### config.mk
export PLATFORM = sky130hd
export DESIGN_NAME = persistent_limit_monitor_flat
export DESIGN_NICKNAME = d
export VERILOG_FILES = /design/src/rtl/plm_pkg.sv /design/src/rtl/plm_if.sv /design/src/rtl/plm_cfg.sv /design/src/rtl/plm_core.sv /design/src/rtl/persistent_limit_monitor.sv /design/src/flat_wrapper.sv
export SDC_FILE = /design/constraint.sdc
export NUM_CORES = 1
export LEC_CHECK = 0
export BUFFER_PORTS_ARGS = -buffer_cell sky130_fd_sc_hd__buf_2
export CAP_MARGIN = 5
export CORE_MARGIN = 3
export CORE_UTILIZATION = 35
export CTS_BUF_LIST = sky130_fd_sc_hd__clkbuf_8 sky130_fd_sc_hd__clkbuf_16
export CTS_CLUSTER_SIZE = 25
export DETAILED_ROUTE_END_ITERATION = 8
export PLACE_DENSITY = 0.6
export SLEW_MARGIN = 10
export SYNTH_ARGS = -nofsm -noshare
export SYNTH_HDL_FRONTEND = slang
export SYNTH_HIERARCHICAL = 1
export SYNTH_SLANG_ARGS = --single-unit
### constraint.sdc
create_clock -name clk -period 6.79 [get_ports clk]
set_input_delay 1.358 -clock clk [delete_from_list [all_inputs] [get_ports clk]]
set_output_delay 1.358 -clock clk [all_outputs]
set_load 0.02 [all_outputs]
### src/rtl/plm_pkg.sv
// Shared types and constants for the persistent limit monitor.
// No dependencies; compiled first.
package plm_pkg;

  // Field widths
  localparam int unsigned LevelW   = 16;
  localparam int unsigned TimeW    = 32;
  localparam int unsigned NumLevels = 4;
  localparam int unsigned CfgIdxW  = 3;
  localparam int unsigned CfgDataW = 16;

  // Level bit positions within every per-level mask
  localparam int unsigned BitLl = 0;
  localparam int unsigned BitLw = 1;
  localparam int unsigned BitUw = 2;
  localparam int unsigned BitUl = 3;

  // Configuration register indexes
  localparam logic [CfgIdxW-1:0] RegLowerLimit   = 3'd0;
  localparam logic [CfgIdxW-1:0] RegLowerWarning = 3'd1;
  localparam logic [CfgIdxW-1:0] RegUpperWarning = 3'd2;
  localparam logic [CfgIdxW-1:0] RegUpperLimit   = 3'd3;
  localparam logic [CfgIdxW-1:0] RegLevelEnable  = 3'd4;
  localparam logic [CfgIdxW-1:0] RegTestOnlyMask = 3'd5;
  localparam logic [CfgIdxW-1:0] RegPersistMs    = 3'd6;

  // Reset values of the configuration registers
  localparam logic [LevelW-1:0]    RstLowerLimit   = 16'd6000;
  localparam logic [LevelW-1:0]    RstLowerWarning = 16'd7000;
  localparam logic [LevelW-1:0]    RstUpperWarning = 16'd13000;
  localparam logic [LevelW-1:0]    RstUpperLimit   = 16'd14000;
  localparam logic [NumLevels-1:0] RstLevelEnable  = 4'hF;
  localparam logic [NumLevels-1:0] RstTestOnlyMask = 4'hF;
  localparam logic [LevelW-1:0]    RstPersistMs    = 16'd250;

  typedef logic [NumLevels-1:0] level_mask_t;

  // Current configuration, handed from the register file to the datapath
  typedef struct packed {
    logic [LevelW-1:0] lower_limit;
    logic [LevelW-1:0] lower_warning;
    logic [LevelW-1:0] upper_warning;
    logic [LevelW-1:0] upper_limit;
    level_mask_t       level_enable;
    level_mask_t       test_only_mask;
    logic [LevelW-1:0] persist_ms;
  } plm_cfg_t;

endpackage

### src/rtl/plm_if.sv
// Valid/ready channel interfaces for sample items and result items.
// Depends on plm_pkg.
interface plm_sample_if
  import plm_pkg::*;
  ();
  logic              valid;
  logic              ready;
  logic [LevelW-1:0] sample_value;
  logic              test_running;
  logic [TimeW-1:0]  now_ms;

  modport source (output valid, sample_value, test_running, now_ms, input ready);
  modport sink   (input valid, sample_value, test_running, now_ms, output ready);
endinterface

interface plm_result_if
  import plm_pkg::*;
  ();
  logic        valid;
  logic        ready;
  level_mask_t armed_mask;
  level_mask_t alarm_mask;

  modport source (output valid, armed_mask, alarm_mask, input ready);
  modport sink   (input valid, armed_mask, alarm_mask, output ready);
endinterface

### src/rtl/plm_cfg.sv
// Configuration register file of the persistent limit monitor.
// Depends on plm_pkg; feeds plm_core with a plm_cfg_t.
module plm_cfg
  import plm_pkg::*;
(
  input  logic                clk,
  input  logic                rst,
  input  logic                cfg_wr_en,
  input  logic [CfgIdxW-1:0]  cfg_index,
  input  logic [CfgDataW-1:0] cfg_data,
  output plm_cfg_t            cfg
);

  // Load reset values, then take writes by index; unknown indexes are dropped
  always_ff @(posedge clk) begin
    if (rst) begin
      cfg.lower_limit    <= RstLowerLimit;
      cfg.lower_warning  <= RstLowerWarning;
      cfg.upper_warning  <= RstUpperWarning;
      cfg.upper_limit    <= RstUpperLimit;
      cfg.level_enable   <= RstLevelEnable;
      cfg.test_only_mask <= RstTestOnlyMask;
      cfg.persist_ms     <= RstPersistMs;
    end else if (cfg_wr_en) begin
      unique case (cfg_index)
        RegLowerLimit:   cfg.lower_limit    <= cfg_data[LevelW-1:0];
        RegLowerWarning: cfg.lower_warning  <= cfg_data[LevelW-1:0];
        RegUpperWarning: cfg.upper_warning  <= cfg_data[LevelW-1:0];
        RegUpperLimit:   cfg.upper_limit    <= cfg_data[LevelW-1:0];
        RegLevelEnable:  cfg.level_enable   <= cfg_data[NumLevels-1:0];
        RegTestOnlyMask: cfg.test_only_mask <= cfg_data[NumLevels-1:0];
        RegPersistMs:    cfg.persist_ms     <= cfg_data[LevelW-1:0];
        default: ;
      endcase
    end
  end

endmodule

### src/rtl/plm_core.sv
// Datapath of the persistent limit monitor: input register, level compare,
// persistence check with per-level arm state, and result register.
// Depends on plm_pkg and the channel interfaces in plm_if.
module plm_core
  import plm_pkg::*;
(
  input  logic               clk,
  input  logic               rst,
  input  plm_cfg_t           cfg,
  plm_sample_if.sink         sample,
  plm_result_if.source       result
);

  // Input register
  logic              s1_valid;
  logic [LevelW-1:0] s1_value;
  logic              s1_test;
  logic [TimeW-1:0]  s1_now;
  logic              s1_move;

  // Per-level state
  level_mask_t      armed;
  level_mask_t      armed_next;
  logic [TimeW-1:0] arm_time [NumLevels];
  level_mask_t      arm_load;

  // Result register
  logic        out_valid;
  level_mask_t out_armed;
  level_mask_t out_alarm;

  level_mask_t raw;
  level_mask_t holds;
  level_mask_t alarm_next;
  logic [TimeW-1:0] elapsed [NumLevels];

  // Advance the input register whenever the result register is free or drains
  assign s1_move      = s1_valid && (!out_valid || result.ready);
  assign sample.ready = !s1_valid || s1_move;

  // Capture an accepted item
  always_ff @(posedge clk) begin
    if (rst) begin
      s1_valid <= 1'b0;
    end else if (sample.ready) begin
      s1_valid <= sample.valid;
    end
  end

  always_ff @(posedge clk) begin
    if (sample.valid && sample.ready) begin
      s1_value <= sample.sample_value;
      s1_test  <= sample.test_running;
      s1_now   <= sample.now_ms;
    end
  end

  // Compare against the four levels and gate by enable and test mode
  always_comb begin
    raw[BitLl] = s1_value <= cfg.lower_limit;
    raw[BitLw] = s1_value <= cfg.lower_warning;
    raw[BitUw] = s1_value >= cfg.upper_warning;
    raw[BitUl] = s1_value >= cfg.upper_limit;
    holds = raw & cfg.level_enable & ~(cfg.test_only_mask & {NumLevels{~s1_test}});
  end

  // Arm on first hold, alarm once the wrapping elapsed time reaches the delay
  always_comb begin
    armed_next = armed;
    arm_load   = '0;
    alarm_next = '0;
    for (int i = 0; i < NumLevels; i++) begin
      elapsed[i] = s1_now - arm_time[i];
      if (holds[i]) begin
        if (armed[i]) begin
          alarm_next[i] = elapsed[i] >= {{(TimeW-LevelW){1'b0}}, cfg.persist_ms};
        end else begin
          armed_next[i] = 1'b1;
          arm_load[i]   = 1'b1;
        end
      end else begin
        armed_next[i] = 1'b0;
      end
    end
  end

  // Update arm state as the item leaves the input register
  always_ff @(posedge clk) begin
    if (rst) begin
      armed <= '0;
    end else if (s1_move) begin
      armed <= armed_next;
    end
  end

  always_ff @(posedge clk) begin
    for (int i = 0; i < NumLevels; i++) begin
      if (s1_move && arm_load[i]) begin
        arm_time[i] <= s1_now;
      end
    end
  end

  // Result register
  always_ff @(posedge clk) begin
    if (rst) begin
      out_valid <= 1'b0;
    end else if (s1_move) begin
      out_valid <= 1'b1;
    end else if (result.ready) begin
      out_valid <= 1'b0;
    end
  end

  always_ff @(posedge clk) begin
    if (s1_move) begin
      out_armed <= armed_next;
      out_alarm <= alarm_next;
    end
  end

  assign result.valid      = out_valid;
  assign result.armed_mask = out_armed;
  assign result.alarm_mask = out_alarm;

  // An alarm is only raised on a level that was already armed
  a_alarm_needs_arm: assert property (@(posedge clk) disable iff (rst)
    s1_move |-> ((alarm_next & ~armed) == '0))
    else $error("alarm raised on a level that was not armed");

  // A level with an alarm stays armed in the same result
  a_alarm_implies_armed: assert property (@(posedge clk) disable iff (rst)
    out_valid |-> ((out_alarm & ~out_armed) == '0))
    else $error("alarm bit set without armed bit");

  // The reported armed mask is the stored state after that item
  a_armed_tracks: assert property (@(posedge clk) disable iff (rst)
    s1_move |=> (out_armed == armed))
    else $error("reported armed mask differs from arm state");

  // A stalled input item holds its place
  a_s1_hold: assert property (@(posedge clk) disable iff (rst)
    (s1_valid && !s1_move) |=> (s1_valid && $stable(s1_now) && $stable(s1_value)))
    else $error("input register lost a stalled item");

endmodule

### src/rtl/persistent_limit_monitor.sv
// Persistent limit monitor: one sensor channel checked against four levels
// with a persistence delay per level. One sample item is taken every clock
// cycle while not stalled; the input register takes it at the accepting edge
// and passes it on to the result register, which presents its result.
// Back-pressure on the result channel stalls the sample channel
// only once both registers are full. The throughput is set by the arm-state
// update, which reads and writes the per-level flags and arm times in the
// same cycle for each item. Configuration writes take effect at the next
// clock edge and are meant to be made while no item is in flight.
// Depends on plm_pkg, plm_if, plm_cfg and plm_core.
module persistent_limit_monitor
  import plm_pkg::*;
(
  input  logic                clk,
  input  logic                rst,
  plm_sample_if.sink          sample,
  plm_result_if.source        result,
  input  logic                cfg_wr_en,
  input  logic [CfgIdxW-1:0]  cfg_index,
  input  logic [CfgDataW-1:0] cfg_data
);

  plm_cfg_t cfg;

  // Register file
  plm_cfg u_cfg (
    .clk       (clk),
    .rst       (rst),
    .cfg_wr_en (cfg_wr_en),
    .cfg_index (cfg_index),
    .cfg_data  (cfg_data),
    .cfg       (cfg)
  );

  // Datapath
  plm_core u_core (
    .clk    (clk),
    .rst    (rst),
    .cfg    (cfg),
    .sample (sample),
    .result (result)
  );

endmodule

### src/flat_wrapper.sv
// flat-port wrapper written by rule: the top's interface ports become plain ports
module persistent_limit_monitor_flat import plm_pkg::*;
  (clk, rst, cfg_wr_en, cfg_index, cfg_data, sample_valid, sample_sample_value, sample_test_running, sample_now_ms, sample_ready, result_valid, result_armed_mask, result_alarm_mask, result_ready);
  plm_sample_if sample_i ();
  plm_result_if result_i ();
  input  logic clk;
  input  logic rst;
  input  logic cfg_wr_en;
  input  logic [CfgIdxW-1:0] cfg_index;
  input  logic [CfgDataW-1:0] cfg_data;
  input wire logic [$bits(sample_i.valid)-1:0] sample_valid;
  input wire logic [$bits(sample_i.sample_value)-1:0] sample_sample_value;
  input wire logic [$bits(sample_i.test_running)-1:0] sample_test_running;
  input wire logic [$bits(sample_i.now_ms)-1:0] sample_now_ms;
  output wire logic [$bits(sample_i.ready)-1:0] sample_ready;
  output wire logic [$bits(result_i.valid)-1:0] result_valid;
  output wire logic [$bits(result_i.armed_mask)-1:0] result_armed_mask;
  output wire logic [$bits(result_i.alarm_mask)-1:0] result_alarm_mask;
  input wire logic [$bits(result_i.ready)-1:0] result_ready;
  assign sample_i.valid = sample_valid;
  assign sample_i.sample_value = sample_sample_value;
  assign sample_i.test_running = sample_test_running;
  assign sample_i.now_ms = sample_now_ms;
  assign sample_ready = sample_i.ready;
  assign result_valid = result_i.valid;
  assign result_armed_mask = result_i.armed_mask;
  assign result_alarm_mask = result_i.alarm_mask;
  assign result_i.ready = result_ready;
  persistent_limit_monitor u_core (.clk(clk), .rst(rst), .sample(sample_i), .result(result_i), .cfg_wr_en(cfg_wr_en), .cfg_index(cfg_index), .cfg_data(cfg_data));
endmodule
=== Word-level counts from Yosys, hierarchy flattened ===
Memories as Yosys holds them, arrays and structs flattened.
Index checks and enable logic that the tools add are counted.

* $add $sub $neg: 4
* Equal/unequal tests: 6
* Magnitude comparators: 8
* Mux-type cells: 22
* Reduce and logical (&&, ||, !) cells: 23
* Bitwise gates (word level): 5

{| class="wikitable"
|+ Operator list
! cell !! number
|-
| 32-bit by 16-bit greater-or-equal comparator with 1-bit output || 4
|-
| 32-bit subtractor || 4
|-
| 16-bit greater-or-equal comparator || 2
|-
| 16-bit less-or-equal comparator || 2
|-
| 1-bit two-way mux || 22
|-
| 2-bit AND reduction || 11
|-
| 4-bit AND || 3
|-
| 3-bit equality test, second input constant || 3
|-
| 3-bit by 2-bit equality test with 1-bit output, second input constant || 2
|-
| 1-bit logical AND || 6
|-
| 4-bit NOT || 1
|-
| 3-bit by 1-bit equality test with 1-bit output, second input constant || 1
|-
| 3-bit zero test || 1
|-
| 1-bit zero test || 2
|-
| 1-bit logical OR || 2
|-
| 2-bit nonzero test || 1
|-
| 1-bit NOT || 1
|}

* Bits of input ports: 73
* Flip-flop bits (word level): 151
* Logic and storage cells: 87
* Output and inout bits: 10
* Memories kept: 1
* Memory bits (writable): 128

{| class="wikitable"
|+ Memory list
! memory !! depth !! bits a word !! read ports !! clocked after Yosys merged registers in !! write ports !! line !! RTL
|-
| u_core.u_core.arm_time || 4 || 32 || 4 || 0 || 4 || plm_core.sv:24 || <nowiki>logic [TimeW-1:0] arm_time [NumLevels];</nowiki>
|}

=== Depth between registers and ports, before layout ===
Gate-level depths: netlist (run 1).

* Depth in word-level cells: 8
* Gate-level depth with buffers: 22
* Gate-level depth less buffers: 22

=== Hierarchy ===
Netlist (run 1), hierarchy kept.

{| class="wikitable"
|+ By module, submodules not included
! module !! instances !! area an instance (um2) !! cells an instance
|-
| plm_core || 1 || 16415.7 || 1785
|-
| plm_cfg || 1 || 3497.1 || 332
|}

=== Worst setup path after synthesis (run 1) ===
No wires, ideal clock.

* Path type: reg2reg
* From: register u_core.u_core.s1_value[1]
* To: memory u_core.u_core.arm_time[0][0] (enable)
* Setup slack: 1.952 ns
* Cell stages (with the launch flop): 11
* Library setup time: 0.468 ns
* Clock period less this slack: 4.838 ns
* Arrival time: 4.370 ns
* Required time: 6.322 ns
* Cells stage by stage: edfxtp_1 -> ha_1 -> nor2b_1 -> o21a_1 -> o21a_1 -> o21a_1 -> o21a_1 -> o21ai_0 -> a211oi_1 -> o21ai_0 -> nor3b_1

{| class="wikitable"
|+ RTL lines
! item !! line !! RTL
|-
| start, declared || plm_core.sv:16 || <nowiki>logic [LevelW-1:0] s1_value;</nowiki>
|-
| start signal, assigned || plm_core.sv:52 || <nowiki>s1_value <= sample.sample_value;</nowiki>
|-
| end, declared || plm_core.sv:24 ||
|}

=== Final worst setup path (run 1) ===
* From: register u_core.u_core.s1_now[2]
* To: register u_core.u_core.out_alarm[3] (netlist: u_core/u_core/result.alarm_mask[3]), data pin

* Word-level cells in the longest chain between the ends: 2

{| class="wikitable"
|+ Ends and longest elaborated chain
! item !! line !! RTL
|-
| start, declared || plm_core.sv:18 || <nowiki>logic [TimeW-1:0] s1_now;</nowiki>
|-
| start signal, assigned || plm_core.sv:54 || <nowiki>s1_now <= sample.now_ms;</nowiki>
|-
| 32-bit subtractor || plm_core.sv:73 || <nowiki>elapsed[i] = s1_now - arm_time[i];</nowiki>
|-
| 32-bit by 16-bit greater-or-equal comparator with 1-bit output || plm_core.sv:76 || <nowiki>alarm_next[i] = elapsed[i] >= {{(TimeW-LevelW){1'b0}}, cfg.persist_ms};</nowiki>
|-
| end signal, assigned || plm_core.sv:118 || <nowiki>out_alarm <= alarm_next;</nowiki>
|-
| end, declared || plm_core.sv:30 || <nowiki>level_mask_t out_alarm;</nowiki>
|}

Every way passes these cells.
A chain may end at the register's enable or synchronous reset.

==> impl_results.md, run 1 <==
* H-tree lvl count at 2
* GR met2 Demand/Resource at 29.3%
* Antenna cells at 0
* Layout cells sized above 1 at under 10%
* Sequential cell area fraction in the yosys report at 37.3%
* Via/cell ratio at between 5 and 6
* DIE AREA at roughly 0.06 sq mm
* Worst r2r path cells at 19
* CP Cell Sequence: ha_1, o21a_1, o31a_1, nor4_1, o21ai_0, a211oi_1, o21ai_0, a31oi_1, xnor2_1, ha_1, nand4_1, a21oi_1, nor4_1, nand4_1, a2111oi_0, o311a_1, nand4_1, nor4_1, a31oi_1
* WS Path Type: reg2reg
* Max-slew headroom at between 20% and 30%
* Hold-fix buffers, CTS at 0
* Post-CTS Setup Bufs at 0
* Hold_sp: u_core/u_cfg/cfg[51]$_SDFFE_PP0P_
* GRT met3 Usage at 2.17%
* First-pass GRT wire length at 83,800 um
* Clock sink total at around 280
* Mapped cell area at 0.0199 sq mm
* HP Class: reg2reg
* Routability Congestion at about 0.93
* Root Buffer: clkbuf_16
* Async set or reset register ratio after synthesis at 0%
* Post-CTS sizing at 0
* Worst EP arrival at slightly below 6000 ps
* WP buf/inv at 0
* Crit. Startpoint: u_core/u_core/s1_now[2]$_DFFE_PP_
* Final WL at between 50,000 and 60,000 um
* Part of the cycle the worst path needs at 81.3%
* Setup TNS at 0 ps
* Clk_lat worst skew at 560 ps
* Final Slew Violations at 0
* Max Cap Violations at 0
* Final design area excluding fillers at 0.0222 sq mm
* Crit start category: flop
* Post-synth EDFFs at 185
* Dpl hpwl at 40,400 um
* Final net count at 2,513
* Post-synth top area share at between 20% and 30%
* Total grt overflow at 0
* Clock Tree Buf Depth at 3
* Register bit total from synthesis at between 200 and 300
* Reg-to-reg endpoint: u_core/u_core/result.alarm_mask[3]$_SDFFCE_PN0P_
* Most used routing layer: met2
* Total GRT Usage at 17.4%
* First-pass DRT Iterations at 7
* Crit-path max cell delay at 690 ps
* Post-DP Area at 0.0211 sq mm
* Min Tclk post-route at 5520 ps
* WHS Path Cells at 2
* Die height at approximately 240 um
* Fmax at approximately 0.18 GHz
* Hold Path Sink: u_core/u_cfg/cfg[51]$_SDFFE_PP0P_
* Power Density at 209 mW/mm^2
* R2r setup slk at 1270 ps
* Met1 Usage GRT at 23.6%
* DIE WIDTH at 245 um
* Outcome: finished clean
* Remaining antenna violation count at 0
* VDD IR max at between 150 and 200 uV
* Area Growth Syn to Fin at 11.5%
* Routed via count at 15,700
* Syn nets at 2,446
* RSZ-0062 raised after global routing: no
* Initial antenna violation count at 1
* Most used DFF post-synth: edfxtp_1
* Yosys Warn Count at 6
* Ports at 83
* Initial drt markers at ~890
* CP top delay family: compound AO/OA/AOI/OAI gates
* Initial Utilization at 35.7%
* Mean Syn Cell Area at 9.41 sq um
* Setup Viol. Count Final at 0
* Slew @ Worst Pin at about 1200 ps
* Worst r2r src: u_core/u_core/s1_now[2]$_DFFE_PP_
* # DRC at 0
* Most frequent cells after synthesis: ha_1 (252), inv_1 (234), edfxtp_1 (185), nor2_1 (179), a21oi_1 (148)
* Slowest cell on the critical path: a211oi_1
* CP Data Required Time at ~7000 ps
* Cell row count at 86
* Yosys cell types at 79
* CTS tree: done
* Largest net degree at the start of global routing at 70
* CTS buffer count at 36
* Crit path max fanout at 8
* Cells after Synth at between 2,000 and 2,500
* Buffers added on ports at 82
* Largest cells by area after synthesis: edfxtp_1 (28%), ha_1 (16%), dfxtp_1 (9.5%)
* Most numerous cell in the Yosys netlist: ha_1
* Endpoints failing hold at 0
* Clock transition at path regs at around 60 ps
* Core area at ~0.056 sq mm
* Static Leak at approximately 10 nW
* Vias in the first global route at 15,600
* Critical path endpoint category: flop
* Worst clock skew at approximately 22 ps
* Avg WL per Cell at ~18 um
* Synth area leader: edfxtp_1
==> registers in the layout, summed over array words and instances, names as in the netlist <==
signal                           cells
u_core/u_core/result.alarm_mask      4
u_core/u_core/s1_now                32
u_core/u_core/arm_time             128
u_core/u_core/s1_valid               1
u_core/u_core/result.valid           1
u_core/u_core/s1_value              16
u_core/u_core/armed                  4
u_core/u_cfg/cfg                    88
u_core/u_core/result.armed_mask      4
u_core/u_core/s1_test                1
==> per-layer routing <==
metal	vias up	wire length [um]
met4	0	1160
met5	-	0
met2	366	24300
li1	7761	-
met3	70	2570
met1	7504	24300
==> cell usage in the layout, fill, tap and decap left out, drive strengths merged, types with 4 or more instances in the layout <==
cell type and count:
a2111oi 7, a211oi 19, a21boi 7, a21o 83, a21oi 151, a221oi 6
a31o 4, a31oi 15, and2 9, and3 14, buf 93, clkbuf 40
clkinv 11, dfxtp 94, edfxtp 185, fa 4, ha 252, inv 244
mux2i 100, nand2 98, nand2b 86, nand3 31, nand4 50, nor2 180
nor2b 37, nor3 30, nor3b 7, nor4 14, nor4b 5, o2111ai 4
o211ai 16, o21a 44, o21ai 102, o21bai 6, o31a 6, or3 4
xnor2 56, xor2 26
==> metrics by stage <==
step | total power, mW | util [%] | setup slack, ps | std cells | hold slack, ps
floorplan | 2.59 | - | 1950 | 2117 | 449
global placement | 2.83 | 37.8 | 1440 | 2894 | 460
detailed placement | 2.84 | 37.8 | 1330 | 2894 | 466
CTS | 4.70 | 39.8 | 1330 | 2958 | 477
global route | 4.88 | 39.8 | 825 | 2958 | 491
finish | 4.63 | 39.8 | 1270 | 2958 | 475
==> cell families after synthesis <==
| group | synth area share, % |
|---|---|
| AND/OR/NAND/NOR | 14.9 |
| adder cells (fa/ha/maj) | 16.2 |
| multiplexers | 5.14 |
| buffers and inverters | 5.94 |
| flip-flops | 37.3 |
| XOR/XNOR | 3.61 |
| AO/OA/AOI/OAI | 16.8 |
==> where the power goes <==
part	switching, mW	internal, mW
sequential	0.0570	1.87
combinational	0.517	0.366
clock	0.786	1.03
==> worst max-delay path by stage <==
stage	endpoint	slack [ps]	depth (start not counted)
2_1_floorplan	u_core/u_core/arm_time[0][0]$_DFFE_PP_	1950	10
5_1_grt	u_core/u_core/result.alarm_mask[3]$_SDFFCE_PN0P_	820	19
4_1_cts	u_core/u_core/result.alarm_mask[0]$_SDFFCE_PN0P_	1330	19
3_5_place_dp	u_core/u_core/result.alarm_mask[0]$_SDFFCE_PN0P_	1330	19
3_3_place_gp	u_core/u_core/result.alarm_mask[0]$_SDFFCE_PN0P_	1440	19
6_report	u_core/u_core/result.alarm_mask[3]$_SDFFCE_PN0P_	1270	19
==> layout make-up <==
class / instances / area (sq um)
clock buffer: 40 / 967
clock inverter: 24 / 156
fill: 5601 / 33500
inverter: 234 / 878
multi-input combinational: 1540 / 11300
sequential: 279 / 7440
tap: 748 / 936
timing repair buffer: 93 / 495
==> worst register-to-register path: stages, from the launching register on <==
cell       delay, ps
edfxtp_1         550
ha_1             410
o21a_1           190
o31a_1           130
nor4_1           250
o21ai_0          290
a211oi_1         700
o21ai_0          290
a31oi_1          250
xnor2_1          140
ha_1             260
nand4_1          140
a21oi_1          100
nor4_1           340
nand4_1          120
a2111oi_0        400
o311a_1          240
nand4_1          100
nor4_1           260
a31oi_1          110
Power figures use the tool's default switching activity.
==> run 2, diff against run 1 <==
ABC_AREA = 1   (was unset)
clock period = 5.14 ns   (was 6.79 ns; I/O delays follow)
==> impl_results.md, run 2 <==
* Most frequent cells after synthesis: nand2_1 (1,140), inv_1 (712), nor2_1 (309), ha_1 (252), nand3_1 (205) (was ha_1 (252), inv_1 (234), edfxtp_1 (185), nor2_1 (179), a21oi_1 (148))
* Critical path endpoint category: flop (unchanged)
* Post-synth top area share at 24.5% (was 27.9%)
* Post-CTS sizing at 0 (unchanged)
* Vias in the first global route at 19,000 (was 15,600)
* CP Data Required Time at 5420 ps (was 7090 ps)
* Area Growth Syn to Fin at 11.4% (was 11.5%)
* Final WL at 66,800 um (was 52,400 um)
* Largest net degree at the start of global routing at 59 (was 70)
* Crit path max fanout at 8 (unchanged)
* WHS Path Cells at 2 (unchanged)
* Max reg flops at 128 (unchanged)
* Largest register by flop count: u_core/u_core/arm_time (unchanged)
* Crit. Startpoint: u_core/u_core/s1_now[8]$_DFFE_PP_ (was u_core/u_core/s1_now[2]$_DFFE_PP_)
* Ports at 83 (unchanged)
* Clock transition at path regs at 60 ps (about the same)
* Total GRT Usage at 19.7% (was 17.4%)
* Most used routing layer: met2 (unchanged)
* Cell row count at 92 (was 86)
* Total grt overflow at 0 (unchanged)
* DIE AREA at 0.0679 sq mm (was 0.0598 sq mm)
* Die height at 261 um (was 245 um)
* Initial drt markers at 1,543 (was 886)
* Clk_lat worst skew at 560 ps (about the same)
* Top Registers: u_core/u_core/arm_time (128), u_core/u_cfg/cfg (88), u_core/u_core/s1_now (32) (unchanged)
* Initial Utilization at 35.7% (about the same)
* Slew @ Worst Pin at 1120 ps (was 1150 ps)
* Endpoints failing hold at 0 (unchanged)
* WS Path Type: reg2reg (unchanged)
* Max-slew headroom at 25.0% (was 22.9%)
* Largest cells by area after synthesis: edfxtp_1 (24%), nand2_1 (19%), ha_1 (14%) (was edfxtp_1 (28%), ha_1 (16%), dfxtp_1 (9.5%))
* GRT met3 Usage at 2.30% (was 2.17%)
* Util after Layout at 39.7% (was 39.8%)
* CTS buffer count at 35 (was 36)
* # DRC at 0 (unchanged)
* Syn nets at 3,683 (was 2,446)
* Final design area excluding fillers at 0.0253 sq mm (was 0.0222 sq mm)
* Adder-cell share of the synthesized area at 14.2% (was 16.2%)
* Worst r2r path cells at 19 (unchanged)
* Worst clock skew at 30.4 ps (was 21.7 ps)
* Post-DP Area at 0.0241 sq mm (was 0.0211 sq mm)
* Met1 Usage GRT at 27.8% (was 23.6%)
* Remaining antenna violation count at 0 (unchanged)
* H-tree lvl count at 2 (unchanged)
* Routability Congestion at 0.923 (was 0.929)
* Combinational family with the most area after synthesis: simple AND/OR/NAND/NOR gates (was compound AO/OA/AOI/OAI gates)
* Crit start category: flop (unchanged)
* Mean Syn Cell Area at 6.77 sq um (was 9.41 sq um)
* VDD IR max at 245 uV (was 195 uV)
* Initial antenna violation count at 5 (was 1)
* Layout cells sized above 1 at 6.92% (was 7.83%)
* Register bit total from synthesis at 279 (unchanged)
* Yosys cell types at 43 (was 79)
* Avg WL per Cell at 15.4 um (was 17.7 um)
* Most used DFF post-synth: edfxtp_1 (unchanged)
* Reg-to-reg endpoint: u_core/u_core/result.alarm_mask[1]$_SDFFCE_PN0P_ (was u_core/u_core/result.alarm_mask[3]$_SDFFCE_PN0P_)
* Power Density at 254 mW/mm^2 (was 209 mW/mm^2)
* Worst EP arrival at 4310 ps (was 5820 ps)
* Worst Setup EP: u_core/u_core/result.alarm_mask[1]$_SDFFCE_PN0P_ (was u_core/u_core/result.alarm_mask[3]$_SDFFCE_PN0P_)
* Dpl hpwl at 52,800 um (was 40,400 um)
* XOR/XNOR Fraction of Synth Area at 2.39% (was 3.61%)
* HP Class: reg2reg (unchanged)
* Setup Viol. Count Final at 0 (unchanged)
* CTS tree: done (unchanged)
* GR met2 Demand/Resource at 32.0% (was 29.3%)
* Post-synth EDFFs at 185 (unchanged)
* Min Tclk post-route at 4030 ps (was 5520 ps)
* Post-Synth Simple-Gate Area at 33.8% (was 14.9%)
* Mux contribution to synthesized area at 0% (was 5.14%)
* R2r setup slk at 1110 ps (was 1270 ps)
* Commonest non-fill, non-tap cell in the layout: nand2_1 (was ha_1)
* Async set or reset register ratio after synthesis at 0% (unchanged)
* Routed via count at 20,200 (was 15,700)
* Fmax at 0.248 GHz (was 0.181 GHz)
* Part of the cycle the worst path needs at 78.5% (was 81.3%)
* Hold-fix buffers, CTS at 0 (unchanged)
* Post-CTS Setup Bufs at 0 (unchanged)
* First-pass GRT wire length at 105,000 um (was 83,800 um)
* Synth area leader: edfxtp_1 (unchanged)
* Via/cell ratio at 4.67 (was 5.31)
* RSZ-0062 raised after global routing: no (unchanged)
* Most numerous cell in the Yosys netlist: nand2_1 (was ha_1)
* Setup TNS at 0 ps (unchanged)
* Sequential cell area fraction in the yosys report at 32.8% (was 37.3%)
* DIE WIDTH at 261 um (was 245 um)
* Final Slew Violations at 0 (unchanged)
* Core area at 0.0637 sq mm (was 0.0557 sq mm)
* Worst r2r src: u_core/u_core/s1_now[8]$_DFFE_PP_ (was u_core/u_core/s1_now[2]$_DFFE_PP_)
* Root Buffer: clkbuf_16 (unchanged)
* Yosys Warn Count at 6 (unchanged)
* Outcome: finished clean (unchanged)
* First-pass DRT Iterations at 6 (was 7)
* Mapped cell area at 0.0227 sq mm (was 0.0199 sq mm)
* Clock Tree Buf Depth at 3 (unchanged)
* Cells after Synth at 3,354 (was 2,117)
* Compound-gate portion of the synthesized area at 4.36% (was 16.8%)
* Max Cap Violations at 0 (unchanged)
* Buffers added on ports at 82 (unchanged)
* Clock sink total at 279 (unchanged)
* Commonest non-fill, non-tap cells in the layout: nand2_1 (1,140), inv_1 (717), nor2_1 (305), ha_1 (252), nand3_1 (205) (was ha_1 (252), inv_1 (241), edfxtp_1 (185), nor2_1 (179), a21oi_1 (148))
* Final net count at 3,784 (was 2,513)
* Static Leak at 13.7 nW (was 9.91 nW)
==> run 2: changes by cell type in the layout (fill, tap and decap cells not counted), moves of 86 or more <==
| cell | change |
|---|---|
| o21ai_0 | -87 |
| inv_1 | +476 |
| nand2_1 | +1042 |
| nand2b_1 | -86 |
| mux2i_1 | -100 |
| nor2_1 | +126 |
| nand3_1 | +174 |
==> run 2: power breakdown <==
group	leakage, nW	switching, mW	internal [mW]
combinational	10.6	0.878	0.468
clock	0.587	1.03	1.48
sequential	2.48	0.0932	2.48
==> run 2: final cells by class <==
type	count	area, sq um
clock buffers	38	940
fillers	6782	38400
inverters	720	2700
diodes	1	2.50
flip-flops and latches	279	7440
repair buffers	87	448
clock inverters	25	224
well taps	846	1060
multi-input cells	2332	12500
==> run 2: kinds of logic after synthesis <==
kind of cell	Yosys count
AOI/OAI and AO/OA	181
xor gates and xnor gates	62
DFF	279
and+or+nand+nor	1833
buffers and inverters	743
adders and majority gates	256
==> run 2: worst min path at each step <==
| stage | start | endpoint | slack (ps) |
|---|---|---|---|
| 6_report | u_core/u_cfg/cfg[29]$_SDFFE_PP1P_ | u_core/u_cfg/cfg[29]$_SDFFE_PP1P_ | 450 |
| 5_1_grt | u_core/u_cfg/cfg[7]$_SDFFE_PP1P_ | u_core/u_cfg/cfg[7]$_SDFFE_PP1P_ | 480 |
| 4_1_cts | u_core/u_cfg/cfg[34]$_SDFFE_PP1P_ | u_core/u_cfg/cfg[34]$_SDFFE_PP1P_ | 460 |
| 3_5_place_dp | u_core/u_cfg/cfg[34]$_SDFFE_PP1P_ | u_core/u_cfg/cfg[34]$_SDFFE_PP1P_ | 440 |
| 3_3_place_gp | u_core/u_cfg/cfg[17]$_SDFFE_PP1P_ | u_core/u_cfg/cfg[17]$_SDFFE_PP1P_ | 440 |
| 2_1_floorplan | u_core/u_cfg/cfg[16]$_SDFFE_PP1P_ | u_core/u_cfg/cfg[16]$_SDFFE_PP1P_ | 420 |
==> run 2: routing by layer <==
metal | wire [um] | share of wire [%] | vias up
met2 | 29900 | 45 | 439
met5 | 0 | 0 | -
met3 | 3330 | 5.0 | 90
li1 | - | - | 10600
met4 | 1650 | 2.5 | 0
met1 | 31900 | 48 | 9093
==> run 2: worst max-delay path: stages, from the launching register on <==
cell and delay [ps]:
edfxtp_1 540, ha_1 430, nand2_1 180, nor2_1 310
nand2_1 130, inv_1 80, nand2_2 50, nand2_2 90
xor2_1 180, ha_1 270, a21oi_1 140, nor2_1 50
a211oi_1 220, nand3_1 120, nor2_1 150, nand2_1 70
nor2_1 110, nand2_1 80, nor2_1 420, nor2_1 130
==> run 2: stage by stage <==
stage	power [mW]	hold slack (ps)	instances	setup slack (ps)
finish	6.43	455	4328	1110
global route	6.79	475	4327	937
CTS	6.50	458	4327	1140
detailed placement	3.96	442	4264	1170
global placement	3.95	435	4264	1180
floorplan	3.56	423	3354	1700
